$ cat src/design/bcir_pkg.sv
// ----------------------------------------------------------------------------
// bcir_pkg
// Shared constants and types for the boxcar average and IIR smoother.
// ----------------------------------------------------------------------------
`default_nettype none

package bcir_pkg;

   localparam int NUM_ADC      = 4;
   localparam int CH_KEY       = 0;
   localparam int CH_POT       = 1;
   localparam int CH_BATTERY   = 2;
   localparam int CH_CURRENT   = 3;

   localparam int WEIGHT_BITS  = 16;
   localparam int DEF_WINDOW   = 16;
   localparam int DEF_ADC_BITS = 12;

   localparam int ALPHA_BITS   = 17;
   localparam int Q16_SHIFT    = 16;
   localparam logic [ALPHA_BITS-1:0] Q16_ONE  = 17'h10000;
   localparam logic [ALPHA_BITS-1:0] Q16_HALF = 17'h08000;

   localparam logic [ALPHA_BITS-1:0] ALPHA_POT_RST     = 17'd65529;
   localparam logic [ALPHA_BITS-1:0] ALPHA_BATTERY_RST = 17'd6554;
   localparam logic [ALPHA_BITS-1:0] ALPHA_CURRENT_RST = 17'd6554;

   localparam int CSR_ADDR_BITS = 4;
   localparam int CSR_DATA_BITS = 32;
   localparam int REG_IDX_BITS  = 2;

   localparam logic [REG_IDX_BITS-1:0] REG_ALPHA_POT     = 2'd0;
   localparam logic [REG_IDX_BITS-1:0] REG_ALPHA_BATTERY = 2'd1;
   localparam logic [REG_IDX_BITS-1:0] REG_ALPHA_CURRENT = 2'd2;

   typedef struct packed {
      logic [ALPHA_BITS-1:0] pot;
      logic [ALPHA_BITS-1:0] battery;
      logic [ALPHA_BITS-1:0] current;
   } alpha_type;

endpackage

`default_nettype wire

$ cat src/design/bcir_csr.sv
// ----------------------------------------------------------------------------
// bcir_csr
// APB register file holding the three Q1.16 smoothing weights.
// ----------------------------------------------------------------------------
`default_nettype none

module bcir_csr (
   input  wire logic                                clock,
   input  wire logic                                reset,
   input  wire logic                                psel,
   input  wire logic                                penable,
   input  wire logic                                pwrite,
   input  wire logic [bcir_pkg::CSR_ADDR_BITS-1:0]  paddr,
   input  wire logic [bcir_pkg::CSR_DATA_BITS-1:0]  pwdata,
   output logic      [bcir_pkg::CSR_DATA_BITS-1:0]  prdata,
   output logic                                     pready,
   output bcir_pkg::alpha_type                      alpha
);

   localparam int PAD = bcir_pkg::CSR_DATA_BITS - bcir_pkg::ALPHA_BITS;

   logic                                  wr_beat;
   logic [bcir_pkg::REG_IDX_BITS-1:0]     reg_idx;
   logic [bcir_pkg::ALPHA_BITS-1:0]       wdata;
   bcir_pkg::alpha_type                   alpha_ff;
   bcir_pkg::alpha_type                   alpha_in;

   assign pready  = 1'b1;
   assign wr_beat = psel & penable & pwrite & pready;
   assign reg_idx = paddr[bcir_pkg::CSR_ADDR_BITS-1:2];
   assign wdata   = pwdata[bcir_pkg::ALPHA_BITS-1:0];

   always_comb begin
      alpha_in = alpha_ff;
      if (wr_beat) begin
         case (reg_idx)
            bcir_pkg::REG_ALPHA_POT:     alpha_in.pot     = wdata;
            bcir_pkg::REG_ALPHA_BATTERY: alpha_in.battery = wdata;
            bcir_pkg::REG_ALPHA_CURRENT: alpha_in.current = wdata;
            default:                     alpha_in         = alpha_ff;
         endcase
      end
   end

   always_ff @(posedge clock) begin
      if (reset) begin
         alpha_ff.pot     <= bcir_pkg::ALPHA_POT_RST;
         alpha_ff.battery <= bcir_pkg::ALPHA_BATTERY_RST;
         alpha_ff.current <= bcir_pkg::ALPHA_CURRENT_RST;
      end else begin
         alpha_ff <= alpha_in;
      end
   end

   always_comb begin
      case (reg_idx)
         bcir_pkg::REG_ALPHA_POT:     prdata = {{PAD{1'b0}}, alpha_ff.pot};
         bcir_pkg::REG_ALPHA_BATTERY: prdata = {{PAD{1'b0}}, alpha_ff.battery};
         bcir_pkg::REG_ALPHA_CURRENT: prdata = {{PAD{1'b0}}, alpha_ff.current};
         default:                     prdata = '0;
      endcase
   end

   assign alpha = alpha_ff;

endmodule

`default_nettype wire

$ cat config.mk
export PLATFORM = sky130hd
export DESIGN_NAME = bcir_csr
export DESIGN_NICKNAME = d
export VERILOG_FILES = /design/src/design/bcir_pkg.sv /design/src/design/bcir_csr.sv
export SDC_FILE = /design/constraint.sdc
export NUM_CORES = 1
export LEC_CHECK = 0
export ABC_AREA = 1
export BUFFER_PORTS_ARGS = -buffer_cell sky130_fd_sc_hd__buf_2
export CORE_AREA = 8 8 93 95
export CTS_CLUSTER_DIAMETER = 150
export CTS_CLUSTER_SIZE = 12
export DETAILED_ROUTE_END_ITERATION = 10
export DIE_AREA = 0 0 101 103
export GPL_ROUTABILITY_DRIVEN = 0
export PLACE_DENSITY_LB_ADDON = 0.3
export SLEW_MARGIN = 20
export SYNTH_ARGS = -nofsm -noshare
export SYNTH_HDL_FRONTEND = slang
export SYNTH_SLANG_ARGS = --single-unit
$ cat constraint.sdc
create_clock -name clock -period 3.25 [get_ports clock]
set_input_delay 0.8125 -clock clock [delete_from_list [all_inputs] [get_ports clock]]
set_output_delay 0.8125 -clock clock [all_outputs]
set_load 0.02 [all_outputs]
### Word level (Yosys, flattened, before mapping)

Cells that the tools add are included.

* muxes and demuxes: 1
* eq/ne operators: 2
* reductions and logical operators: 4
* bitwise operators: 2

Operators with widths (count)
* $pmux W17 S3: 1
* $reduce_and A2 Y1: 3
* $and A1 B1 Y1: 2
* $eq A2 B1 Y1 const B: 1
* $eq A2 B2 Y1 const B: 1
* $logic_not A2 Y1: 1

* register bits: 51
* logic and storage cells: 12
* input bits: 41

### Longest topological paths before layout

Gate-level depths: netlist of the first run.

* depth in word-level cells: 3
* gate-level depth with buffers: 6
* gate-level depth less buffers: 5

### Least setup slack after synthesis of the first run

No wires, ideal clock.

* path type: input -> output
* from: input paddr[3] (netlist bit)
* to: output prdata[10] (netlist bit)
* cell stages on the path: 4
* buffers on the path: 1
* data required time: 2.438 ns
* arrival time: 1.515 ns
* path slack: 0.922 ns
* cells stage by stage: nor2_1 > clkbuf_1 > nand2_1 > nand3_1

* cells in the longest elaborated chain, start to end: 2
* elaborated cells between the ends (all ways): 4
* classes of those cells: eq/ne: 2; mux: 1; reduce/logical: 1

RTL lines
* start: declaration: RTL line bcir_csr.sv:13 `input wire logic [bcir_pkg::CSR_ADDR_BITS-1:0] paddr,`
* $eq A2 B2 Y1, or another cell as far along: RTL line bcir_csr.sv:56 `case (reg_idx)`
* $pmux W17 S3 *: RTL line bcir_csr.sv:56
* end: declaration: RTL line bcir_csr.sv:15 `output logic [bcir_pkg::CSR_DATA_BITS-1:0] prdata,`

Mark *: on every way between the ends. The rest lies on a longest branch, timed or not.

### Final worst setup path of the first run

* from: input paddr[2] (netlist bit)
* to: output prdata[6] (netlist bit)

Same word-level chain as after synthesis.

==> results of run 1 <==
## where the power goes
part           leakage, nW  internal, W  total (W)  switching [W]
Clock               0.0477     0.000148   0.000357       0.000209
Sequential           0.414     0.000638   0.000649      0.0000102
Combinational         1.07    0.0000634   0.000210       0.000147
Total                 1.53     0.000850    0.00122       0.000365
## cell type report
cell class	count	area, um^2
inverters	15	56.3
flip-flops and latches	51	1020
fillers	792	4150
clock buffers	5	68.8
multi-input cells	275	1180
clock inverters	3	15.0
repair buffers	96	518
well taps	99	124
## worst max-delay path, cell delays in order
cell and delay, ns:
buf_2 0.15, inv_2 0.07, nor2_4 0.30, buf_12 0.21, nand2_1 0.06, nand3_1 0.09
buf_2 0.17
## cell families (layout without fill, tap and decap cells)
logic type	Yosys count	in the layout
buffers and inverters	48	119
other	2	16
and+or+nand+nor	259	259
DFF	51	51
## routing by layer
layer / track usage, % / vias up / wire (um)
li1: - / 1257 / -
met1: 16.3 / 1096 / 3170
met2: 26.1 / 84 / 3730
met3: 3.98 / 5 / 606
met4: 4.47 / 0 / 83
met5: 0 / - / 0
## through the flow
step	instance area (um^2)	std cells	hold slack [ns]	utilization (%)	power, W
6_report	2980	544	0.483	41.8	0.00122
5_1_grt	2980	544	0.497	41.8	0.00128
4_1_cts	2980	544	0.485	41.8	0.00123
3_5_place_dp	2900	536	0.464	40.6	0.000875
3_3_place_gp	2900	536	0.462	40.6	0.000873
2_1_floorplan	2490	374	0.554	-	0.000814
## cell usage in the layout, fill, tap and decap left out, types with 5 or more instances in the layout
master    count
dfxtp_1      51
nor2_4        6
inv_1        11
nand2_1     136
conb_1       16
nand3_1      68
buf_2        91
clkbuf_8      5
nor2_1       46
## path summary, 6_finish.rpt
path              startpoint         to  slack, ns  depth (start not counted)
setup / recovery    paddr[2]  prdata[6]       0.56                          7
hold / removal     alpha[46]  alpha[46]       0.48                          2
setup reg to reg   alpha[15]  alpha[15]       2.62                          2
hold reg to reg    alpha[46]  alpha[46]       0.48                          2
==> impl_results.md, run 1 <==
* Mean Syn Cell Area at 6.78 um^2
* Initial antenna violation count at 0
* Clk root buf: clkbuf_8
* Cell Rows at 31
* Worst slack at placement at 0.552 ns
* Clock latency on the worst-skew pair at 0.30 ns
* I/O pins at 125
* Post-synthesis mux area share at 0%
* Vias in the first global route at 2323
* Sink Count at 51
* Drt wl/cell at 13.9 um
* Leakage dissipation at 1.53 nW
* Power Dens Cells at 407 nW/um^2
* Run status: finished, final reports clean
* Synth-to-Final Area Change at 22.2%
* Synth Instances at 360
* Core area at 7140 um^2
* H-tree levels at 2
* Max Cap Viol at 0
* Via count at 2442
* Largest family of logic cells by synthesized area: simple AND/OR/NAND/NOR gates
* Initial DRC Count at 71
* Critical path startpoint category: input port
* I/O Buffers at 91
* Adder-Cell Fraction of Synth Area at 0%
* Synth Area in XOR/XNOR at 0%
* Number of distinct library cells after synthesis at 16
* Worst-path maximum fanout at 18
* Final Slew Violations at 0
* Final setup margin at 0.559 ns
* Detailed Route WL at 7.58 mm
* Worst Clk Skew at 0 ns
* Synth top area share at 41.8%
* Max FFs per register at 51
* Mapped cell area at 2440 um^2
* Commonest cells post-synth: nand2_1, nand3_1, dfxtp_1
* Die area at 10400 um^2
* Hpwl dp at 5.27 mm
* Detail Route Antenna Nets at 0
* DR pass1 iterations at 4
* Count of final setup violators at 0
* TNS Setup at 0 ns
* DIE WIDTH at 101 um
* Share of flip-flops with an asynchronous set or reset at 0%
* Synth Area in Simple Gates at 45.8%
* EDFF count, synth at 0
* Tightest Hold Check Type: flop to flop
* Residual DRC at 0
* Largest net degree at the start of global routing at 52
* Main synth FF type: dfxtp_1
* Vias per std cell at 4.49
* Post-CTS Setup Inserts at 0
* Ratio of cells with drive above 1 in the final layout at 26.1%
* Sequential cell area fraction in the yosys report at 41.8%
* Most frequent cell after synthesis: nand2_1
* Clk buf depth at 2
* CP arrival at 1.88 ns
* CTS tree: built
* Initial Util at 34.2%
* YS warnings at 0
* Minimum clock period at 2.69 ns
* CP required at 2.44 ns
* Ranking of synthesized cells by area: dfxtp_1, nand2_1, nand3_1, nor2_1, buf_4
* First-pass GRT wire length at 11.9 mm
* Gr ovfl total at 0
* Global-route usage over all layers at 14.5%
* Clock transition at the registers of the reported paths at 0.09 ns
* Worst VDD drop at 0.160 mV
* Endpoints failing hold at 0
* Num CTS Buffers at 5
* Max_slew headroom at 58.4%
* Diodes inserted at 0
* Synthesis-stage register bit count at 51
* Critical path class: input port to primary output
* CTS resizes at 0
* RSZ-0062 raised after global routing: no
* Layout net count at 485
* Fmax at 372 MHz
* Largest area contributor in the synthesized netlist: dfxtp_1
* Fin crit share at 82.8%
* Slew @ Worst Pin at 0.623 ns
* Vert. Die Dim at 103 um
* Compound-Gate Fraction of Synth Area at 0%
* CTS Hold Bufs at 0
* CP Capture Type: primary output
No activity file was read; power rests on OpenSTA's default activity.
==> inputs of run 2 (changes only) <==
--- a/config.mk
+++ b/config.mk
@@ -5,13 +5,13 @@
 export SDC_FILE = /design/constraint.sdc
 export NUM_CORES = 1
 export LEC_CHECK = 0
-export ABC_AREA = 1
+export ABC_AREA = 0
 export BUFFER_PORTS_ARGS = -buffer_cell sky130_fd_sc_hd__buf_2
-export CORE_AREA = 8 8 93 95
+export CORE_AREA = 8 8 95 97
 export CTS_CLUSTER_DIAMETER = 150
 export CTS_CLUSTER_SIZE = 12
 export DETAILED_ROUTE_END_ITERATION = 10
-export DIE_AREA = 0 0 101 103
+export DIE_AREA = 0 0 103 105
 export GPL_ROUTABILITY_DRIVEN = 0
 export PLACE_DENSITY_LB_ADDON = 0.3
 export SLEW_MARGIN = 20
==> constraint.sdc (replaced) <==
create_clock -name clock -period 2.8 [get_ports clock]
set_input_delay 0.7 -clock clock [delete_from_list [all_inputs] [get_ports clock]]
set_output_delay 0.7 -clock clock [all_outputs]
set_load 0.02 [all_outputs]
==> run 2 against run 1 <==
Worst hold slack better by 0.0094 ns. Area after synthesis increased by 3.8%. Final area increased by 4.6%. Clock skew unchanged. Combinational power fell by 5%. Largest cell class unchanged. Highest routed layer unchanged.
==> impl_results.md, run 2 <==
* Run status: finished, final reports clean
* Post-CTS Setup Inserts at 0
* Register Area at 1020 um^2
* TNS Setup at 0 ns
* Detail Route Antenna Nets at 0
* DR pass1 iterations at 4
* DIE WIDTH at 103 um
* Post-synthesis mux area share at 26.8%
* Adder-Cell Fraction of Synth Area at 0%
* Synth top area share at 40.3%
* Synth Area in Simple Gates at 19.5%
* Fmax at 403 MHz
* Layout net count at 401
* Max FFs per register at 51
* Initial DRC Count at 38
* Worst Clk Skew at 0 ns
* Critical path class: input port to primary output
* CP arrival at 1.78 ns
* Max_slew headroom at 66.3%
* Critical path startpoint category: input port
* Most common cell after layout, fill and taps aside: buf_2
* Mean Syn Cell Area at 9.26 um^2
* CTS resizes at 0
* Via count at 2066
* Compound-Gate Fraction of Synth Area at 3.35%
* I/O Buffers at 91
* Synth Instances at 274
* Worst-path maximum fanout at 9
* Drt wl/cell at 14.5 um
* Count of final setup violators at 0
* CP required at 2.10 ns
* CTS tree: built
* Clock latency on the worst-skew pair at 0.30 ns
* Ratio of cells with drive above 1 in the final layout at 31.3%
* Synth Area in XOR/XNOR at 0%
* YS warnings at 0
* CTS Hold Bufs at 0
* First-pass GRT wire length at 10.6 mm
* Gr ovfl total at 0
* Largest area contributor in the synthesized netlist: dfxtp_1
* Multi-input combinational cell area at 1330 um^2
* EDFF count, synth at 0
* Largest family of logic cells by synthesized area: multiplexers
* H-tree levels at 2
* Initial Util at 33.7%
* Detailed Route WL at 6.74 mm
* Main synth FF type: dfxtp_1
* Cell Rows at 32
* Leakage dissipation at 1.46 nW
* R2R cell count at 2
* Diodes inserted at 0
* Ranking of synthesized cells by area: dfxtp_1, mux2i_1, nand2b_1, nor2_1, buf_4
* Clk root buf: clkbuf_8
* Num CTS Buffers at 5
* Clock transition at the registers of the reported paths at 0.09 ns
* I/O pins at 125
* Most frequent cells in the layout: buf_2, mux2i_1, dfxtp_1, nor2_1, nand2b_1
* Hpwl dp at 5.03 mm
* Core area at 7530 um^2
* Vert. Die Dim at 105 um
* Slew @ Worst Pin at 0.505 ns
* Max Cap Viol at 0
* Sink Count at 51
* Worst VDD drop at 0.191 mV
* CP Capture Type: primary output
* Final Slew Violations at 0
* Filler instances at 798
* Global-route usage over all layers at 12.2%
* Vias in the first global route at 2072
* Worst slack at placement at 0.292 ns
* Tightest Hold Check Type: flop to flop
* Residual DRC at 0
* Commonest cells post-synth: mux2i_1, dfxtp_1, nor2_1
* Fin crit share at 88.6%
* Layout Utilization at 41.5%
* Endpoints failing hold at 0
* Vias per std cell at 4.46
* Share of flip-flops with an asynchronous set or reset at 0%
* Number of distinct library cells after synthesis at 17
* Die area at 10800 um^2
* Minimum clock period at 2.48 ns
* Largest net degree at the start of global routing at 45
* Mapped cell area at 2540 um^2
* Sequential cell area fraction in the yosys report at 40.3%
* Synthesis-stage register bit count at 51
* Hold depth at 2
* Clk buf depth at 2
* Most frequent cell after synthesis: mux2i_1
* RSZ-0062 raised after global routing: no
* Synth-to-Final Area Change at 23.1%
* Initial antenna violation count at 0
* Final setup margin at 0.320 ns
* Power Dens Cells at 448 nW/um^2
run 2: cell types whose count changed after synthesis, moves of 2 or more:
cell	before	now
nor2_4	6	0
inv_1	11	0
inv_2	3	0
o21ai_0	0	17
mux2i_1	0	68
clkbuf_1	4	10
nand2b_1	0	34
nor2_1	47	43
nand2_1	136	17
nand3_1	68	0
buf_1	2	0
run 2: worst paths after layout:
kind	from	slack, ns	endpoint
max	paddr[2]	0.32	prdata[11]
min	alpha[17]	0.49	alpha[17]
max reg2reg	alpha[2]	2.16	alpha[2]
min reg2reg	alpha[17]	0.49	alpha[17]
run 2: stage by stage:
stage | power (W) | area (um^2) | instances | hold slack [ns]
after CTS | 0.00143 | 3120 | 463 | 0.498
after global placement | 0.000959 | 3020 | 455 | 0.473
final | 0.00140 | 3120 | 463 | 0.493
after global routing | 0.00147 | 3120 | 463 | 0.520
after floorplan | 0.000909 | 2590 | 288 | 0.557
after detailed placement | 0.000961 | 3020 | 455 | 0.484
run 2: kinds of logic (layout without fill, tap and decap cells):
logic type             after synthesis  after routing
AND/OR/NAND/NOR                    100            100
multiplexers                        68             68
flip-flops                          51             51
buffers and inverters               36            109
AO/OA/AOI/OAI                       17             17
other                                2             16
run 2: worst max-delay path: stages:
cell and delay (ns):
buf_2 0.18, nor2b_2 0.31, buf_4 0.26, nand2_1 0.07, o21ai_0 0.07, buf_2 0.19
run 2: area by class of cell:
class / count / share of cell area (%)
clock buffers: 7 / 3.09
flip-flops and latches: 51 / 32.7
clock inverters: 1 / 0.240
multi-input cells: 201 / 42.5
repair buffers: 101 / 17.4
well taps: 102 / 4.09
run 2: routing by layer:
metal / part of all wire, % / vias up / track usage, %
li1: - / 1039 / -
met1: 46 / 947 / 15.8
met2: 44 / 76 / 19.1
met3: 9.5 / 4 / 4.05
met4: 0.59 / 0 / 2.48
met5: 0 / - / 0
run 2: power by group:
part	switching, W	total, W	leakage, nW	internal (W)
Clock	0.000234	0.000459	0.0505	0.000225
Combinational	0.000127	0.000199	0.996	0.0000716
Sequential	0.00000744	0.000742	0.413	0.000734
